**config.mk**
```make
export PLATFORM = sky130hd
export DESIGN_NAME = glzw_bitpack
export DESIGN_NICKNAME = d
export VERILOG_FILES = /design/src/hdl/gif_lzw_code_packer_macros.svh /design/src/hdl/glzw_pkg.sv /design/src/hdl/glzw_bitpack.sv
export SDC_FILE = /design/constraint.sdc
export NUM_CORES = 1
export LEC_CHECK = 0
export ABC_CLOCK_PERIOD_IN_PS = 3750
export BUFFER_PORTS_ARGS = -buffer_cell sky130_fd_sc_hd__buf_2
export CORE_MARGIN = 2
export CORE_UTILIZATION = 60
export CTS_CLUSTER_DIAMETER = 60
export DETAILED_ROUTE_END_ITERATION = 8
export GPL_TIMING_DRIVEN = 0
export PLACE_DENSITY = 0.9
export SLEW_MARGIN = 0
export SYNTH_ARGS = -nofsm -noshare
export SYNTH_HDL_FRONTEND = slang
export SYNTH_SLANG_ARGS = --single-unit
```
**constraint.sdc**
```tcl
create_clock -name clock -period 3.75 [get_ports clock]
set_clock_uncertainty 0.1 [all_clocks]
set_input_delay 0.375 -clock clock [delete_from_list [all_inputs] [get_ports clock]]
set_output_delay 0.375 -clock clock [all_outputs]
set_load 0.01 [all_outputs]
```
**src/hdl/gif_lzw_code_packer_macros.svh**
```systemverilog
// Assertion macros used by the GIF LZW code packer top level.
// Depends on nothing; included by the files that carry checks.
`ifndef GIF_LZW_CODE_PACKER_MACROS_SVH
`define GIF_LZW_CODE_PACKER_MACROS_SVH

// Same-cycle implication check.
`define GLZW_ASSERT_NOW(lbl, clk, rst, ante, cons) \
   lbl: assert property (@(posedge clk) disable iff (rst) (ante) |-> (cons)) \
      else $error("glzw check failed");

// Next-cycle implication check.
`define GLZW_ASSERT_NEXT(lbl, clk, rst, ante, cons) \
   lbl: assert property (@(posedge clk) disable iff (rst) (ante) |=> (cons)) \
      else $error("glzw check failed");

`endif

```
**src/hdl/glzw_pkg.sv**
```systemverilog
// Types and constants of the GIF LZW code packer.
// No dependencies; used by the bit packer and the top level.
package glzw_pkg;

   localparam int CODE_W = 12;
   localparam int PIX_W = 8;
   localparam int KEY_W = CODE_W + PIX_W;
   localparam int PB_W = 4;
   localparam int ACC_W = 64;
   localparam int CNT_W = 7;
   localparam int WID_W = 4;

   localparam logic [PB_W-1:0] PB_RESET = 4'd8;
   localparam logic [PB_W-1:0] PB_MIN = 4'd1;
   localparam logic [PB_W-1:0] PB_MAX = 4'd8;
   localparam logic [PB_W-1:0] MIN_CODE_FLOOR = 4'd2;
   localparam logic [7:0] BLOCK_BYTES = 8'd255;
   localparam logic [2:0] MAX_BEATS = 3'd4;

   // One command per cycle to the bit packer.
   typedef struct packed {
      logic put;
      logic pad;
      logic pop;
      logic [CODE_W-1:0] value;
      logic [WID_W-1:0] width;
   } pack_cmd_type;

   // Packer status and the byte that a pop would take.
   typedef struct packed {
      logic [CNT_W-1:0] count;
      logic [7:0] byte_val;
      logic full;
      logic fin;
   } pack_stat_type;

endpackage

```
**src/hdl/glzw_bitpack.sv**
```systemverilog
// LSB-first bit packer: takes one put, pad or pop per cycle.
// Depends on glzw_pkg.
module glzw_bitpack (
   input  logic                   clock,
   input  logic                   reset,
   input  glzw_pkg::pack_cmd_type cmd,
   output glzw_pkg::pack_stat_type stat
);
   logic [glzw_pkg::ACC_W-1:0] acc_ff, acc_in;
   logic [glzw_pkg::CNT_W-1:0] cnt_ff, cnt_in;
   logic [7:0] marks_ff, marks_in;
   logic [7:0] bpos_ff, bpos_in;
   logic [glzw_pkg::CODE_W-1:0] val_m;
   logic [7:0] sum_w;
   logic [7:0] cnt_pad;
   logic [3:0] nbytes;
   logic [7:0] bpos_inc;

   assign val_m = cmd.value & ~({glzw_pkg::CODE_W{1'b1}} << cmd.width);
   assign sum_w = 8'(cnt_ff) + 8'(cmd.width);
   assign cnt_pad = (8'(cnt_ff) + 8'd7) & 8'hF8;
   assign nbytes = cnt_pad[6:3];
   assign bpos_inc = bpos_ff + 8'd1;

   // Apply the command of this cycle
   always_comb begin
      acc_in = acc_ff;
      cnt_in = cnt_ff;
      marks_in = marks_ff;
      bpos_in = bpos_ff;
      if (cmd.put) begin
         if (sum_w <= 8'(glzw_pkg::ACC_W)) begin
            acc_in = acc_ff | ({{(glzw_pkg::ACC_W-glzw_pkg::CODE_W){1'b0}}, val_m} << cnt_ff);
            cnt_in = sum_w[glzw_pkg::CNT_W-1:0];
         end
      end else if (cmd.pad) begin
         cnt_in = cnt_pad[glzw_pkg::CNT_W-1:0];
         if (nbytes != 4'd0) begin
            marks_in = marks_ff | (8'd1 << (nbytes - 4'd1));
         end
      end else if (cmd.pop) begin
         acc_in = acc_ff >> 8;
         marks_in = marks_ff >> 1;
         cnt_in = cnt_ff - glzw_pkg::CNT_W'(8);
         bpos_in = (stat.full || stat.fin) ? 8'd0 : bpos_inc;
      end
   end

   always_ff @(posedge clock) begin
      if (reset) begin
         acc_ff <= '0;
         cnt_ff <= '0;
         marks_ff <= '0;
         bpos_ff <= '0;
      end else begin
         acc_ff <= acc_in;
         cnt_ff <= cnt_in;
         marks_ff <= marks_in;
         bpos_ff <= bpos_in;
      end
   end

   assign stat.count = cnt_ff;
   assign stat.byte_val = acc_ff[7:0];
   assign stat.full = (bpos_inc >= glzw_pkg::BLOCK_BYTES);
   assign stat.fin = marks_ff[0];
endmodule

```
==> results.toml <==
[clocking]
post_cts_buffers = 0
hold_buffers = 0
clk_latency_ns = 0.36
cts.path.max_buffers = 2
path_clk_slew_ns = 0.10
root_buffer = "clkbuf_8"
cts_buffers = 9
htree_levels = 3
cts_tree = "built"
clock-sinks = 87
cts_resized = 0

[setup_path]
crit_chain = "buf_4 > buf_4 > inv_2 > fa_1 > nand2b_1 > a211oi_2 > xnor2_1 > o211ai_2 > nor3_1 > nor2b_2 > o21a_1"
cp_data_arrival_time_ns = 3.83
reg2reg_to = "acc_ff[62]"
r2r_cells = 11
cpMaxStageDelayCell = "nor3_1"
critPathMaxStageDelay_ns = 0.80
crit_path_end_kind = "flop"
worstPathRequired_ns = 3.96
rrSetupSlack_ns = 0.13
crit_buf_inv = 3
worstSetupPathType = "flop to flop"
path_delay_family = "simple AND/OR/NAND/NOR gates"
r2r_start = "cnt_ff[1]"
startpoint_type = "flop"
crit_path_frequent_cell = "buf_4"
critical_path_peak_fanout = 10

[power_and_ir_drop]
p_clk_frac = 0.277
combPwrFrac = 0.343
p_switching_uw = 976
p_int_mw = 1.66
p_leak_nw = 2.25
finalPower_mw = 2.64
vdd_drop_max_uv = 236
pwr-share-seq = 0.380
switching_share = 0.370
p_per_area_nw_per_um2 = 425

[floorplan]
rows = 35
start_util = 0.616
core_area_um2 = 9200
die_height_um = 101
fp.dieW_um = 101
fp.dieArea_um2 = 10200
io_pins = 38

[detailed_routing]
wl_per_cell_um = 22.0
vias_per_cell = 7.10
first_iter_violations = 915
drc = 0
vias = 6264
postRouteAntennaNets = 0
firstDrtPassIters = 7
wirelength_mm = 19.4

[logic_synthesis]
synth_top_area_share = 0.307
syn_inst = 720
synth_area_per_cell_um2 = 7.87
yosys.cell_count.top_type = "dfxtp_1"
async_flop_share = 0
synth.net_count = 750
syn_area_um2 = 5660
synth-seq-cells = 87
synth-main-ff-cell = "dfxtp_1"
yosysWarnings = 0
synth_edf_count = 0
ys_types = 87
synth.top_cells.by_count = "dfxtp_1 (87), nand2_1 (76), nor2_1 (61)"
seq_area_frac_synth = 0.307
synth.largest_area_cell = "dfxtp_1"
netlist_top_cells_area = "dfxtp_1 (31%), mux2i_1 (5.3%), nand2_1 (5.0%), o22ai_1 (5.0%), nor2_1 (4.0%)"

[placement]
dp_hpwl_mm = 14.6
io_buffers = 36
placed_cell_area_um2 = 5980
place_congestion = 1.05

[final_layout]
area_delta_synth_final_pct = 9.52
finalNetCount = 797
drive_gt1_frac = 0.135
nFillCells = 805
multi_input_area_um2 = 3530
design_area_um2 = 6200
n_antenna_cell = 0
regArea_um2 = 1740

[timing]
worst_pin_slew_ns = 0.935
fin_crit_sh = 0.967
setup_viol_count_final = 0
finalCriticalPeriod_ns = 3.62
rsz0062_at_grt = "no"
max_slew_margin = 0.371
slew_violations = 0
tns_ns = 0
max_clock_freq_mhz = 276
hold_violations = 0

[global_routing]
antenna_found_initial = 0
grt_max_degree = 15
grt_pass1_wl_mm = 30.6
grt_use_total = 0.384
overflow = 0
grt_pass1_vias = 5826

[hold_path]
worstHoldPathCells = 2
min_to = "acc_ff[2]"
hold_start = "acc_ff[2]"
hold_class = "flop to flop"

[flow_run]
max_cap_viol_count = 0

[outcome]
status = "finished, final reports clean"
power groups by stage:
stage               Clock, mW  Sequential, mW  Combinational (mW)
finish                  0.730            1.00               0.903
floorplan                   0            1.02               0.602
global route            0.764            1.01               0.958
global placement            0            1.02               0.846
detailed placement          0            1.02               0.860
CTS                     0.729            1.00               0.864
per-layer routing:
| layer | share of wire | track usage |
|---|---|---|
| met3 | 0.10 | 0.0649 |
| met5 | 0 | 0 |
| met2 | 0.44 | 0.590 |
| met4 | 0.057 | 0.198 |
| met1 | 0.40 | 0.520 |
state kept, by name, indices dropped and copies added (netlist names):
name,flops
acc_ff,64
bpos_ff,8
cnt_ff,7
marks_ff,8
tightest hold or removal path: cells and delay by family, from the launching register on:
kind / cells / cell delay [ns]
AO/OA/AOI/OAI: 1 / 0.05
flip-flops: 1 / 0.32
AND/OR/NAND/NOR: 1 / 0.05
cell type report:
cell class | instances | share of cell area
sequential | 87 | 0.281
buffer | 58 | 0.0488
inverter | 23 | 0.0139
clock inverter | 5 | 0.0133
tap | 111 | 0.0224
multi-input combinational | 552 | 0.570
clock buffer | 10 | 0.0222
timing repair buffer | 36 | 0.0290
cells in the final DEF, fill, tap and decap left out, types with 7 or more instances in the layout:
cell type and count:
nor3_1 33, nand2_1 76, nor2b_1 9, clkbuf_8 10, mux2_2 8, o22ai_1 45
buf_2 44, o21a_1 12, nor2_1 61, inv_1 19, o21ai_1 24, a211oi_1 7
dfxtp_1 87, a22oi_1 11, clkbuf_1 28, a22o_1 7, ha_1 8, o21ai_0 27
nand4_1 7, mux2i_1 30, o32ai_1 7, nand3_1 18, a21oi_1 37, buf_4 14
worst max-delay path by stage:
stage                    from  cells past startpoint    endpoint
global route        cnt_ff[1]                     11  acc_ff[63]
CTS                 cnt_ff[1]                     11  acc_ff[62]
finish              cnt_ff[1]                     11  acc_ff[62]
floorplan           cnt_ff[1]                     12  acc_ff[41]
global placement    cnt_ff[1]                     11  acc_ff[62]
detailed placement     cmd[0]                     11  acc_ff[62]
through the flow:
| step | util | cells | worst slack [ns] | hold WS (ns) |
|---|---|---|---|---|
| 6_report | 0.675 | 882 | 0.125 | 0.353 |
| 5_1_grt | 0.675 | 882 | 0.0398 | 0.374 |
| 4_1_cts | 0.675 | 882 | 0.243 | 0.357 |
| 3_5_place_dp | 0.651 | 867 | 0.282 | 0.346 |
| 3_3_place_gp | 0.651 | 867 | 0.364 | 0.336 |
| 2_1_floorplan | - | 720 | 0.838 | 0.325 |
cells by family (layout without fill, tap and decap cells):
group	after synthesis	after routing	share of synthesized area
flops	87	87	0.307
xor+xnor	8	8	0.0124
simple gates	244	244	0.204
fa+ha+maj	9	9	0.0212
mux	40	40	0.0755
buf+inv	81	132	0.0687
compound gates	251	251	0.310
Power figures use the tool's default switching activity.
